### src/hdl/rpn_pkg.sv
// Shared types, constants and codes for the RPN expression evaluator.
package rpn_pkg;

   localparam int STACK_DEPTH = 16;
   localparam int SP_W        = $clog2(STACK_DEPTH);
   localparam int CNT_W       = $clog2(STACK_DEPTH + 1);

   localparam logic [2:0] ST_OK     = 3'd0;
   localparam logic [2:0] ST_SYNTAX = 3'd1;
   localparam logic [2:0] ST_UNDER  = 3'd2;
   localparam logic [2:0] ST_MANY   = 3'd3;
   localparam logic [2:0] ST_DIVZ   = 3'd4;
   localparam logic [2:0] ST_EMPTY  = 3'd5;
   localparam logic [2:0] ST_OVER   = 3'd6;

   localparam logic [7:0] CH_ZERO  = 8'd48;
   localparam logic [7:0] CH_NINE  = 8'd57;
   localparam logic [7:0] CH_PLUS  = 8'h2B;
   localparam logic [7:0] CH_MINUS = 8'h2D;
   localparam logic [7:0] CH_STAR  = 8'h2A;
   localparam logic [7:0] CH_SLASH = 8'h2F;
   localparam logic [7:0] CH_SPACE = 8'h20;
   localparam logic [7:0] CH_S     = 8'h73;
   localparam logic [7:0] CH_Q     = 8'h71;
   localparam logic [7:0] CH_R     = 8'h72;
   localparam logic [7:0] CH_T     = 8'h74;

   localparam logic [1:0] OP_DIV  = 2'd0;
   localparam logic [1:0] OP_ROOT = 2'd1;

   typedef struct packed {
      logic [7:0] char_code;
      logic       last_char;
   } req_type;

   typedef struct packed {
      logic signed [31:0] result_value;
      logic [2:0]         status;
   } rsp_type;

   typedef struct packed {
      logic        start;
      logic [1:0]  op;
      logic [31:0] a;
      logic [31:0] b;
   } iter_cmd_type;

   typedef struct packed {
      logic        done;
      logic [31:0] result;
   } iter_rsp_type;

endpackage

### src/hdl/rpn_ram.sv
// Generic simple dual-port RAM (one write port, one read port) with registered read.
module rpn_ram #(
   parameter int WIDTH = 32,
   parameter int DEPTH = 16
) (
   input  logic                     clock,
   input  logic                     wr_en,
   input  logic [$clog2(DEPTH)-1:0] wr_addr,
   input  logic [WIDTH-1:0]         wr_data,
   input  logic [$clog2(DEPTH)-1:0] rd_addr,
   output logic [WIDTH-1:0]         rd_data
);
   logic [WIDTH-1:0] mem_ff [DEPTH];

   always_ff @(posedge clock) begin
      if (wr_en) begin
         mem_ff[wr_addr] <= wr_data;
      end
      rd_data <= mem_ff[rd_addr];
   end
endmodule

### src/hdl/rpn_iter.sv
// Shared bit-serial unit: unsigned divide and floor square root.
module rpn_iter (
   input  logic                  clock,
   input  logic                  reset,
   input  rpn_pkg::iter_cmd_type cmd,
   output rpn_pkg::iter_rsp_type rsp
);
   import rpn_pkg::*;

   logic        busy_ff, busy_in;
   logic [5:0]  cnt_ff, cnt_in;
   logic [1:0]  op_ff, op_in;
   logic [31:0] q_ff, q_in;
   logic [32:0] r_ff, r_in;
   logic [31:0] d_ff, d_in;
   logic [63:0] x_ff, x_in;
   logic [32:0] trial;
   logic [33:0] rtrial;
   logic [33:0] rshift;
   logic        done_ff, done_in;

   always_comb begin
      busy_in = busy_ff;
      cnt_in  = cnt_ff;
      op_in   = op_ff;
      q_in    = q_ff;
      r_in    = r_ff;
      d_in    = d_ff;
      x_in    = x_ff;
      done_in = 1'b0;
      trial   = {r_ff[31:0], q_ff[31]} - {1'b0, d_ff};
      rshift  = {r_ff[31:0], x_ff[63:62]};
      rtrial  = rshift - {q_ff, 2'b01};
      if (cmd.start) begin
         busy_in = 1'b1;
         cnt_in  = 6'd0;
         op_in   = cmd.op;
         q_in    = (cmd.op == OP_DIV) ? cmd.a : 32'd0;
         r_in    = 33'd0;
         d_in    = cmd.b;
         x_in    = {cmd.a, 32'd0};
      end else if (busy_ff) begin
         if (op_ff == OP_DIV) begin
            if (!trial[32]) begin
               r_in = trial;
               q_in = {q_ff[30:0], 1'b1};
            end else begin
               r_in = {r_ff[31:0], q_ff[31]};
               q_in = {q_ff[30:0], 1'b0};
            end
            cnt_in = cnt_ff + 6'd1;
            if (cnt_ff == 6'd31) begin
               busy_in = 1'b0;
               done_in = 1'b1;
            end
         end else begin
            x_in = {x_ff[61:0], 2'b00};
            if (!rtrial[33]) begin
               r_in = rtrial[32:0];
               q_in = {q_ff[30:0], 1'b1};
            end else begin
               r_in = rshift[32:0];
               q_in = {q_ff[30:0], 1'b0};
            end
            cnt_in = cnt_ff + 6'd1;
            if (cnt_ff == 6'd15) begin
               busy_in = 1'b0;
               done_in = 1'b1;
            end
         end
      end
   end

   always_ff @(posedge clock) begin
      if (reset) begin
         busy_ff <= 1'b0;
         done_ff <= 1'b0;
      end else begin
         busy_ff <= busy_in;
         done_ff <= done_in;
      end
      cnt_ff <= cnt_in;
      op_ff  <= op_in;
      q_ff   <= q_in;
      r_ff   <= r_in;
      d_ff   <= d_in;
      x_ff   <= x_in;
   end

   assign rsp.done   = done_ff;
   assign rsp.result = q_ff;
endmodule

### src/hdl/rpn_expression_evaluator.sv
// Top level of the RPN expression evaluator: sequencer, stack and result register.
//
// Requests carry one character of a reverse-Polish line and a last flag.
// req_stall rises the cycle after a request is taken and holds while the
// character is worked: a digit, space or letter passes through S_CHAR only,
// + and - go on through S_RDB, S_RDA, S_GETA and S_EXEC, * adds S_MUL, sqrt
// waits on 16 steps of the shared serial unit and a divide on 32 steps of
// the same unit. A zero divisor ends a divide early, a negative root ends
// sqrt early. Characters after a fatal error are dropped with no stall,
// the last one apart. The divide sets the worst case. On the character
// flagged last one response is made with the top value and a status through
// S_END, S_RD0 and S_OUT; the line state then clears for the next expression.
// The response sits in an output register; a request may be taken while
// it waits, but a character that makes a new response waits until the
// held one is taken by a low rsp_stall.
// Reset is synchronous, active high, clears the stack count, number and
// error state, and empties the response register. Stack entries above the
// count are never read, so the stack RAM needs no clearing.
module rpn_expression_evaluator (
   input  logic             clock,
   input  logic             reset,
   input  logic             req_valid,
   output logic             req_stall,
   input  rpn_pkg::req_type req_data,
   output logic             rsp_valid,
   input  logic             rsp_stall,
   output rpn_pkg::rsp_type rsp_data
);
   import rpn_pkg::*;

   localparam logic [3:0] S_IDLE  = 4'd0;
   localparam logic [3:0] S_CHAR  = 4'd1;
   localparam logic [3:0] S_RDB   = 4'd2;
   localparam logic [3:0] S_RDA   = 4'd3;
   localparam logic [3:0] S_GETA  = 4'd4;
   localparam logic [3:0] S_EXEC  = 4'd5;
   localparam logic [3:0] S_WAIT  = 4'd6;
   localparam logic [3:0] S_END   = 4'd7;
   localparam logic [3:0] S_RD0   = 4'd8;
   localparam logic [3:0] S_OUT   = 4'd9;
   localparam logic [3:0] S_MUL   = 4'd10;

   logic [3:0]       state_ff, state_in;
   logic [7:0]       ch_ff, ch_in;
   logic             last_ff, last_in;
   logic [CNT_W-1:0] cnt_ff, cnt_in;
   logic [31:0]      acc_ff, acc_in;
   logic             innum_ff, innum_in;
   logic [1:0]       phase_ff, phase_in;
   logic [2:0]       err_ff, err_in;
   logic             skip_ff, skip_in;
   logic [31:0]      a_ff, a_in, b_ff, b_in;
   logic             neg_ff, neg_in;
   logic [63:0]      prod_ff, prod_in;
   logic             rv_ff, rv_in;
   rsp_type          rd_ff, rd_in;

   logic             we;
   logic [SP_W-1:0]  wa, ra;
   logic [31:0]      wd, rdata;
   iter_cmd_type     icmd;
   iter_rsp_type     irsp;

   logic [35:0]      n10;
   logic [32:0]      sum, dif;
   logic [31:0]      ua, ub, uq;
   logic [32:0]      sq;
   logic             push_ok;
   logic [2:0]       st;

   rpn_ram #(.WIDTH(32), .DEPTH(STACK_DEPTH)) u_stack (
      .clock(clock), .wr_en(we), .wr_addr(wa), .wr_data(wd),
      .rd_addr(ra), .rd_data(rdata)
   );

   rpn_iter u_iter (.clock(clock), .reset(reset), .cmd(icmd), .rsp(irsp));

   assign req_stall = (state_ff != S_IDLE);
   assign rsp_valid = rv_ff;
   assign rsp_data  = rd_ff;
   assign push_ok   = (cnt_ff < CNT_W'(STACK_DEPTH));

   always_comb begin
      state_in = state_ff;
      ch_in    = ch_ff;
      last_in  = last_ff;
      cnt_in   = cnt_ff;
      acc_in   = acc_ff;
      innum_in = innum_ff;
      phase_in = phase_ff;
      err_in   = err_ff;
      skip_in  = skip_ff;
      a_in     = a_ff;
      b_in     = b_ff;
      neg_in   = neg_ff;
      prod_in  = prod_ff;
      rv_in    = rv_ff & rsp_stall;
      rd_in    = rd_ff;
      we       = 1'b0;
      wa       = cnt_ff[SP_W-1:0];
      wd       = acc_ff;
      ra       = cnt_ff[SP_W-1:0] - SP_W'(1);
      icmd     = '0;
      n10      = {4'd0, acc_ff} * 36'd10 + {28'd0, ch_ff - CH_ZERO};
      sum      = {a_ff[31], a_ff} + {b_ff[31], b_ff};
      dif      = {a_ff[31], a_ff} - {b_ff[31], b_ff};
      ua       = a_ff[31] ? -a_ff : a_ff;
      ub       = b_ff[31] ? -b_ff : b_ff;
      uq       = neg_ff ? -irsp.result : irsp.result;
      sq       = {1'b0, prod_ff[31:0]};
      st       = ST_OK;

      case (state_ff)
         S_IDLE: begin
            if (req_valid) begin
               ch_in    = req_data.char_code;
               last_in  = req_data.last_char;
               state_in = skip_ff ? (req_data.last_char ? S_END : S_IDLE) : S_CHAR;
            end
         end
         S_CHAR: begin
            state_in = last_ff ? S_END : S_IDLE;
            if (phase_ff != 2'd0) begin
               if ((phase_ff == 2'd1 && ch_ff != CH_Q) ||
                   (phase_ff == 2'd2 && ch_ff != CH_R) ||
                   (phase_ff == 2'd3 && ch_ff != CH_T)) begin
                  err_in  = ST_SYNTAX;
                  skip_in = 1'b1;
               end else if (phase_ff == 2'd3) begin
                  phase_in = 2'd0;
                  if (cnt_ff == '0) begin
                     err_in  = ST_UNDER;
                     skip_in = 1'b1;
                  end else begin
                     state_in = S_RDB;
                     ch_in    = CH_S;
                  end
               end else begin
                  phase_in = phase_ff + 2'd1;
               end
            end else if (ch_ff >= CH_ZERO && ch_ff <= CH_NINE) begin
               innum_in = 1'b1;
               if (!innum_ff) begin
                  n10 = {28'd0, ch_ff - CH_ZERO};
               end
               if (n10 > 36'h07FFFFFFF) begin
                  err_in  = ST_OVER;
                  skip_in = 1'b1;
               end else begin
                  acc_in = n10[31:0];
               end
            end else begin
               if (innum_ff) begin
                  innum_in = 1'b0;
                  acc_in   = '0;
                  if (push_ok) begin
                     we     = 1'b1;
                     cnt_in = cnt_ff + CNT_W'(1);
                  end else begin
                     err_in  = ST_OVER;
                     skip_in = 1'b1;
                  end
               end
               if (!(innum_ff && !push_ok) && ch_ff != CH_SPACE) begin
                  if (ch_ff == CH_PLUS || ch_ff == CH_MINUS ||
                      ch_ff == CH_STAR || ch_ff == CH_SLASH) begin
                     if (cnt_in < CNT_W'(2)) begin
                        err_in  = ST_UNDER;
                        skip_in = 1'b1;
                     end else begin
                        state_in = S_RDB;
                     end
                  end else if (ch_ff == CH_S) begin
                     phase_in = 2'd1;
                  end else begin
                     err_in  = ST_SYNTAX;
                     skip_in = 1'b1;
                  end
               end
            end
         end
         S_RDB: begin
            state_in = S_RDA;
         end
         S_RDA: begin
            b_in     = rdata;
            ra       = cnt_ff[SP_W-1:0] - SP_W'(2);
            state_in = (ch_ff == CH_S) ? S_EXEC : S_GETA;
         end
         S_GETA: begin
            a_in     = rdata;
            state_in = S_EXEC;
         end
         S_EXEC: begin
            state_in = S_WAIT;
            if (ch_ff == CH_S) begin
               if (b_ff[31]) begin
                  we       = 1'b1;
                  wa       = cnt_ff[SP_W-1:0] - SP_W'(1);
                  wd       = '0;
                  state_in = last_ff ? S_END : S_IDLE;
               end else begin
                  icmd.start = 1'b1;
                  icmd.op    = OP_ROOT;
                  icmd.a     = b_ff;
               end
            end else if (ch_ff == CH_SLASH) begin
               cnt_in = cnt_ff - CNT_W'(1);
               if (b_ff == '0) begin
                  we = 1'b1;
                  wa = cnt_ff[SP_W-1:0] - SP_W'(2);
                  wd = '0;
                  if (err_ff == ST_OK) begin
                     err_in = ST_DIVZ;
                  end
                  state_in = last_ff ? S_END : S_IDLE;
               end else begin
                  neg_in     = a_ff[31] ^ b_ff[31];
                  icmd.start = 1'b1;
                  icmd.op    = OP_DIV;
                  icmd.a     = ua;
                  icmd.b     = ub;
               end
            end else if (ch_ff == CH_STAR) begin
               prod_in  = $signed(a_ff) * $signed(b_ff);
               state_in = S_MUL;
            end else begin
               cnt_in   = cnt_ff - CNT_W'(1);
               state_in = last_ff ? S_END : S_IDLE;
               if (ch_ff == CH_PLUS) begin
                  sq = sum;
               end else begin
                  sq = dif;
               end
               if (sq[32] != sq[31]) begin
                  err_in  = ST_OVER;
                  skip_in = 1'b1;
               end else begin
                  we = 1'b1;
                  wa = cnt_ff[SP_W-1:0] - SP_W'(2);
                  wd = sq[31:0];
               end
            end
         end
         S_MUL: begin
            cnt_in   = cnt_ff - CNT_W'(1);
            state_in = last_ff ? S_END : S_IDLE;
            if (prod_ff[63:31] != {33{prod_ff[31]}}) begin
               err_in  = ST_OVER;
               skip_in = 1'b1;
            end else begin
               we = 1'b1;
               wa = cnt_ff[SP_W-1:0] - SP_W'(2);
               wd = prod_ff[31:0];
            end
         end
         S_WAIT: begin
            if (irsp.done) begin
               state_in = last_ff ? S_END : S_IDLE;
               we       = 1'b1;
               wa       = cnt_ff[SP_W-1:0] - SP_W'(1);
               if (ch_ff == CH_S) begin
                  wd = irsp.result;
               end else if (uq[31] != neg_ff && uq != '0) begin
                  err_in  = ST_OVER;
                  skip_in = 1'b1;
                  we      = 1'b0;
               end else begin
                  wd = uq;
               end
            end
         end
         S_END: begin
            state_in = S_RD0;
            ra       = '0;
            if (!skip_ff) begin
               if (innum_ff) begin
                  innum_in = 1'b0;
                  if (push_ok) begin
                     we     = 1'b1;
                     cnt_in = cnt_ff + CNT_W'(1);
                  end else begin
                     err_in  = ST_OVER;
                     skip_in = 1'b1;
                  end
               end else if (phase_ff != 2'd0) begin
                  err_in  = ST_SYNTAX;
                  skip_in = 1'b1;
               end
            end
         end
         S_RD0: begin
            ra       = '0;
            state_in = S_OUT;
         end
         S_OUT: begin
            if (!rv_ff || !rsp_stall) begin
               if (err_ff == ST_SYNTAX || err_ff == ST_UNDER || err_ff == ST_OVER) begin
                  st = err_ff;
               end else if (cnt_ff > CNT_W'(1)) begin
                  st = ST_MANY;
               end else if (err_ff == ST_DIVZ) begin
                  st = ST_DIVZ;
               end else if (cnt_ff == '0) begin
                  st = ST_EMPTY;
               end else begin
                  st = ST_OK;
               end
               rv_in              = 1'b1;
               rd_in.status       = st;
               rd_in.result_value = (st == ST_OK) ? rdata : '0;
               cnt_in   = '0;
               acc_in   = '0;
               innum_in = 1'b0;
               phase_in = 2'd0;
               err_in   = ST_OK;
               skip_in  = 1'b0;
               state_in = S_IDLE;
            end
         end
         default: begin
            state_in = S_IDLE;
         end
      endcase
   end

   always_ff @(posedge clock) begin
      if (reset) begin
         state_ff <= S_IDLE;
         cnt_ff   <= '0;
         acc_ff   <= '0;
         innum_ff <= 1'b0;
         phase_ff <= 2'd0;
         err_ff   <= ST_OK;
         skip_ff  <= 1'b0;
         rv_ff    <= 1'b0;
      end else begin
         state_ff <= state_in;
         cnt_ff   <= cnt_in;
         acc_ff   <= acc_in;
         innum_ff <= innum_in;
         phase_ff <= phase_in;
         err_ff   <= err_in;
         skip_ff  <= skip_in;
         rv_ff    <= rv_in;
      end
      ch_ff   <= ch_in;
      last_ff <= last_in;
      a_ff    <= a_in;
      b_ff    <= b_in;
      neg_ff  <= neg_in;
      prod_ff <= prod_in;
      rd_ff   <= rd_in;
   end
endmodule
### config.mk
export PLATFORM = sky130hd
export DESIGN_NAME = rpn_expression_evaluator
export DESIGN_NICKNAME = d
export VERILOG_FILES = /design/src/hdl/rpn_pkg.sv /design/src/hdl/rpn_ram.sv /design/src/hdl/rpn_iter.sv /design/src/hdl/rpn_expression_evaluator.sv
export SDC_FILE = /design/constraint.sdc
export NUM_CORES = 2
export LEC_CHECK = 0
export BUFFER_PORTS_ARGS = -buffer_cell sky130_fd_sc_hd__buf_4
export CAP_MARGIN = 25
export CORE_ASPECT_RATIO = 0.9
export CORE_MARGIN = 1.5
export CORE_UTILIZATION = 65
export CTS_CLUSTER_DIAMETER = 200
export DETAILED_ROUTE_END_ITERATION = 8
export PLACE_DENSITY_LB_ADDON = 0.25
export SLEW_MARGIN = 20
export SYNTH_ARGS = -nofsm -noshare
export SYNTH_HDL_FRONTEND = slang
export SYNTH_SLANG_ARGS = --single-unit
export TNS_END_PERCENT = 1
### constraint.sdc
create_clock -name clock -period 20.8 [get_ports clock]
set_input_delay 3.12 -clock clock [delete_from_list [all_inputs] [get_ports clock]]
set_output_delay 3.12 -clock clock [all_outputs]
set_load 0.02 [all_outputs]
# Word-level counts from Yosys, hierarchy flattened
# Memory sizes are Yosys's and may differ from the RTL's. A register that Yosys moved wholly into a read port is not among the register bits.
# Cells that the tools add are included.
# totals
regBits	360
mem_bits_rw	512
input_bits	13
output_inout_bits	37
word_cells	370
mem_count	1
# classes
addsub	15
mul	2
magnitude_cmp	6
eq_ne	64
muxes	197
bitwise	8
reduce_logical	52
# mem_list
memory	words	word_bits	read_ports	rd_ports_with_merged_regs	wr	line	text
u_stack.mem_ff	16	32	1	1	1	rpn_ram.sv:13	logic [WIDTH-1:0] mem_ff [DEPTH];
# op_table
op	count
32-bit 2-to-1 mux	25
67-bit 2-to-1 mux	3
64-bit 2-to-1 mux	3
33-bit 2-to-1 mux	5
36-bit 2-to-1 mux	4
3-bit 2-to-1 mux	44
32-bit negation	3
32-bit case mux with 3 select lines	1
35-bit 2-to-1 mux	2
32-bit by 32-bit multiplier with 64-bit output	1
32-bit case mux with 2 select lines	1
4-bit 2-to-1 mux	15
5-bit 2-to-1 mux	12
1-bit 2-to-1 mux	59
4-bit case mux with 11 select lines	1
8-bit 2-to-1 mux	5
36-bit by 8-bit adder with 36-bit output	1
36-bit by 31-bit greater-than comparator with 1-bit output, second input constant	1
3-bit != test, second input constant	12
32-bit by 3-bit multiplier with 35-bit output, second input constant	1
2-bit != test, second input constant	17
34-bit subtractor	1
32-bit by 32-bit adder with 33-bit output	1
32-bit by 32-bit subtractor with 33-bit output	1
other kinds (71)	125

# Longest topological paths before layout
# logic_depth
ltp_word	14
ltp_mapped	32
depth_no_buf	30

# Modules after synthesis
# Synthesis repeated with hierarchy kept, for this count alone.
# unflattened
cells_unflattened	8095
area_unflattened_um2	84634.9
# by_module_without_submodules
mod	n_inst	cells_each	area_per_inst_um2	seq_area_each_um2
rpn_expression_evaluator	1	6212	55381.9	6175.9
rpn_ram	1	838	19854.0	16015.4
rpn_iter	1	1045	9399.0	3743.6

# Worst setup path after synthesis
# OpenSTA, ideal clock, no wires.
# synth_path
path_type	register to register
startpoint	register a_ff[31]
endpoint	register prod_ff[63] (data pin)
setup_time_ns	0.260
arrival_ns	8.124
t_required_ns	20.540
setup_slack_ns	12.417
stages_incl_launch_ff	31
n_path_buf	4
period_less_slack_ns	8.383
cell_sequence	edfxtp_1 clkbuf_1 clkbuf_1 clkbuf_1 nand2_1 inv_1 fa_1 fa_1 inv_1 fa_1 inv_1 fa_1 inv_1 fa_1 inv_1 fa_1 inv_1 fa_1 inv_1 fa_1 ha_1 clkbuf_1 a21o_1 a21o_1 a21oi_1 o21ai_0 nor3_1 a21oi_1 a211o_1 a21oi_1 xnor2_1
# synth_via
elab_chain_len	1
# synth_lines
element	line	text
from (decl)	rpn_expression_evaluator.sv:52	logic [31:0] a_ff, a_in, b_ff, b_in;
from (signal assigned)	rpn_expression_evaluator.sv:349	a_ff <= a_in;
32-bit by 32-bit multiplier with 64-bit output	rpn_expression_evaluator.sv:225	prod_in = $signed(a_ff) * $signed(b_ff);
to (signal assigned)	rpn_expression_evaluator.sv:352	prod_ff <= prod_in;
to (decl)	rpn_expression_evaluator.sv:54	logic [63:0] prod_ff, prod_in;
# No other way between the ends.
# A chain may end at the register's enable or synchronous reset.

# Worst setup path after layout
# layout_path
startpoint	register a_ff[31]
endpoint	register prod_ff[62] (data pin)
# The elaborated chain is that of the path after synthesis.

==> impl_metrics.json <==
{
  "synth_fa_ha_area_share_pct": 30.9,
  "avgRoutedWirePerCell_um": 26.4,
  "drive_above_1_share_pct": 5.34,
  "ys_seq_area_share_pct": 30.4,
  "synth_area_um2": 85300,
  "htree_num_levels": 3,
  "mostFrequentLayoutCells": "1,141 x inv_1, 1,120 x nand2_1, 1,086 x fa_1, 782 x edfxtp_1, 661 x and2_1",
  "antenna_found_initial": 20,
  "post_cts_resized": 0,
  "holdCritPathClass": "flop to flop",
  "critPathLaunch": "a_ff[31]",
  "fin_tns_setup_ns": 0,
  "whs_ns": 0.484,
  "layout_min_cycle_time_ns": 9.92,
  "port_buffers": 49,
  "end_kind": "flop",
  "grt_first_pass_wirelength_um": 406000,
  "tritoncts": "done",
  "slowest_stage": "fa_1",
  "path_max_fanout": 32,
  "synthSimpleGateAreaFrac_pct": 15.4,
  "ctsRootBufferMaster": "clkbuf_16",
  "cp_top_family": "adder cells",
  "vias": 66200,
  "cts_hold_buf": 0,
  "viasPerCell": 6.51,
  "synthMuxAreaShare_pct": 1.30,
  "syn_to_final_growth_pct": 6.23,
  "remaining_drc_errors": 8,
  "place_area_um2": 87200,
  "dp_hpwl_um": 189000,
  "grt_max_degree": 89,
  "synth_edf_count": 782,
  "cts_sinks": 903,
  "die_h_um": 347,
  "grt_pass1_vias": 66400,
  "cts_buffer_depth": 3,
  "hold_end": "b_ff[16]",
  "ys.flop_type": "edfxtp_1",
  "core.rowCount": 125,
  "start_util_pct": 65.8,
  "worst_slack_ns": 10.88,
  "setup_viol": 0,
  "synthArstFlopShare_pct": 0,
  "synthXorXnorAreaFrac_pct": 3.16,
  "crit_top_cell": "fa_1",
  "clk_pin_slew_ns": 0.07,
  "crit_required_ns": 21.24,
  "post_cts_buffers": 0,
  "fmax_ghz": 0.101,
  "regToRegSetupSlack_ns": 10.88,
  "hp-start": "u_stack.rd_data[16]",
  "tightest_slew_ns": 1.17,
  "rr_worst_depth": 26,
  "antenna_left": 0,
  "final_area_um2": 90600,
  "num-fill-cells": 9623,
  "cts_buffers": 94,
  "clk_latency_ns": 0.75,
  "yosysWarnings": 0,
  "dr.first_iter.drc_count": 8472,
  "hold_viol": 0,
  "netlist-cell-type-count": 103,
  "worst_r2r_endpoint": "prod_ff[62]",
  "drv_cap": 0,
  "gp_congestion": 1.03,
  "worstReg2RegStart": "a_ff[31]",
  "arrival_ns": 10.36,
  "rsz0062_at_grt": "false",
  "failed_checks": "DRC",
  "dieArea_um2": 133000,
  "dr.pass1.iters": 9,
  "synth_top_family_by_area": "adder cells",
  "finClkSkew_ns": 0.0759,
  "syn_avg_cell_area_um2": 9.95,
  "path_buf_inv": 4,
  "io_pins": 50,
  "crit_path_start_kind": "flop",
  "critPathKind": "flop to flop",
  "post-place-ws_ns": 11.15,
  "drv_slew": 0,
  "min_period_over_period_pct": 47.7,
  "whs_path_depth": 0,
  "layout_commonest_cell": "inv_1",
  "core-area_um2": 130000,
  "wl_um": 269000,
  "grt_usage_pct": 40.8,
  "synth_fp_nets": 10000,
  "num-nets-final": 9829,
  "slowest_delay_ns": 0.97,
  "relSlewSlack_pct": 21.2,
  "synth_compound_area_share_pct": 11.6,
  "synthCells": 8572,
  "ys_seq_elements": 903,
  "overflow": 0,
  "status": "finished, violations left",
  "die_w_um": 385
}
worst max-delay path by stage:
stage / endpoint / cells after the start
detailed placement: prod_ff[62] / 26
finish: prod_ff[62] / 26
floorplan: prod_ff[63] / 30
global route: prod_ff[62] / 26
CTS: prod_ff[62] / 26
global placement: prod_ff[62] / 26
synthesized netlist by cell type, types with 35 or more instances:
master	number	area, um2
fa_1	1086	21700
inv_1	1143	4290
and2_1	661	4140
xnor2_1	181	1590
a211oi_1	197	1480
or3_1	37	231
nand3_1	73	365
xor2_1	123	1080
nor2_1	329	1230
clkbuf_1	437	1640
buf_1	49	184
mux2i_1	95	951
o21a_1	40	300
dfxtp_1	121	2420
nor2b_1	35	219
edfxtp_1	782	23500
nand2_1	1121	4210
ha_1	365	4570
a21o_1	98	736
a21oi_1	356	1780
nor3_1	95	475
o211ai_1	62	465
nand2b_1	95	594
a311oi_1	74	648
a31oi_1	99	619
o21ai_0	226	1130
nand4_1	51	319
o22ai_1	46	288
metrics by stage:
step / util [%] / std cells
after detailed placement: 67.3 / 9976
after global routing: 69.8 / 10200
final: 69.8 / 10200
after global placement: 67.2 / 9973
after CTS: 69.7 / 10200
after floorplan: - / 8572
area by class of cell:
class,count,area (um2),share of cell area (%)
Timing Repair Buffer,201,1580,1.75
Sequential cell,903,25900,28.6
Clock inverter,46,606,0.669
Multi-Input combinational cell,6020,53400,59.0
Clock buffer,132,2570,2.84
Antenna cell,20,50.0,0.0553
Tap cell,1714,2140,2.37
Inverter,1145,4300,4.75
cell families after synthesis:
kind of cell,Yosys count
xor gates and xnor gates,305
and+or+nand+nor,2679
adders and majority gates,1451
muxes,109
buffers and inverters,1649
AOI/OAI and AO/OA,1476
DFF,903
per-layer routing:
layer / track usage [%] / part of all wire (%) / vias to the layer above
met3: 12.5 / 13 / 964
li1: - / - / 28200
met5: 1.53 / 0.099 / -
met2: 59.3 / 43 / 4348
met4: 22.6 / 6.6 / 17
met1: 54.6 / 37 / 32800
state kept, by name, indices dropped and copies added (netlist names), 6 cells and up:
name / flops
acc_ff: 32
rsp_data: 35
u_iter.x_ff: 32
u_iter.q_ff: 32
u_iter.cnt_ff: 6
u_stack.mem_ff: 512
a_ff: 32
u_stack.rd_data: 32
u_iter.r_ff: 32
b_ff: 32
u_iter.d_ff: 32
prod_ff: 64
ch_ff: 8
Power is not shown: default switching activity piles up to over one toggle a cycle in this logic, so the estimate is an artifact.
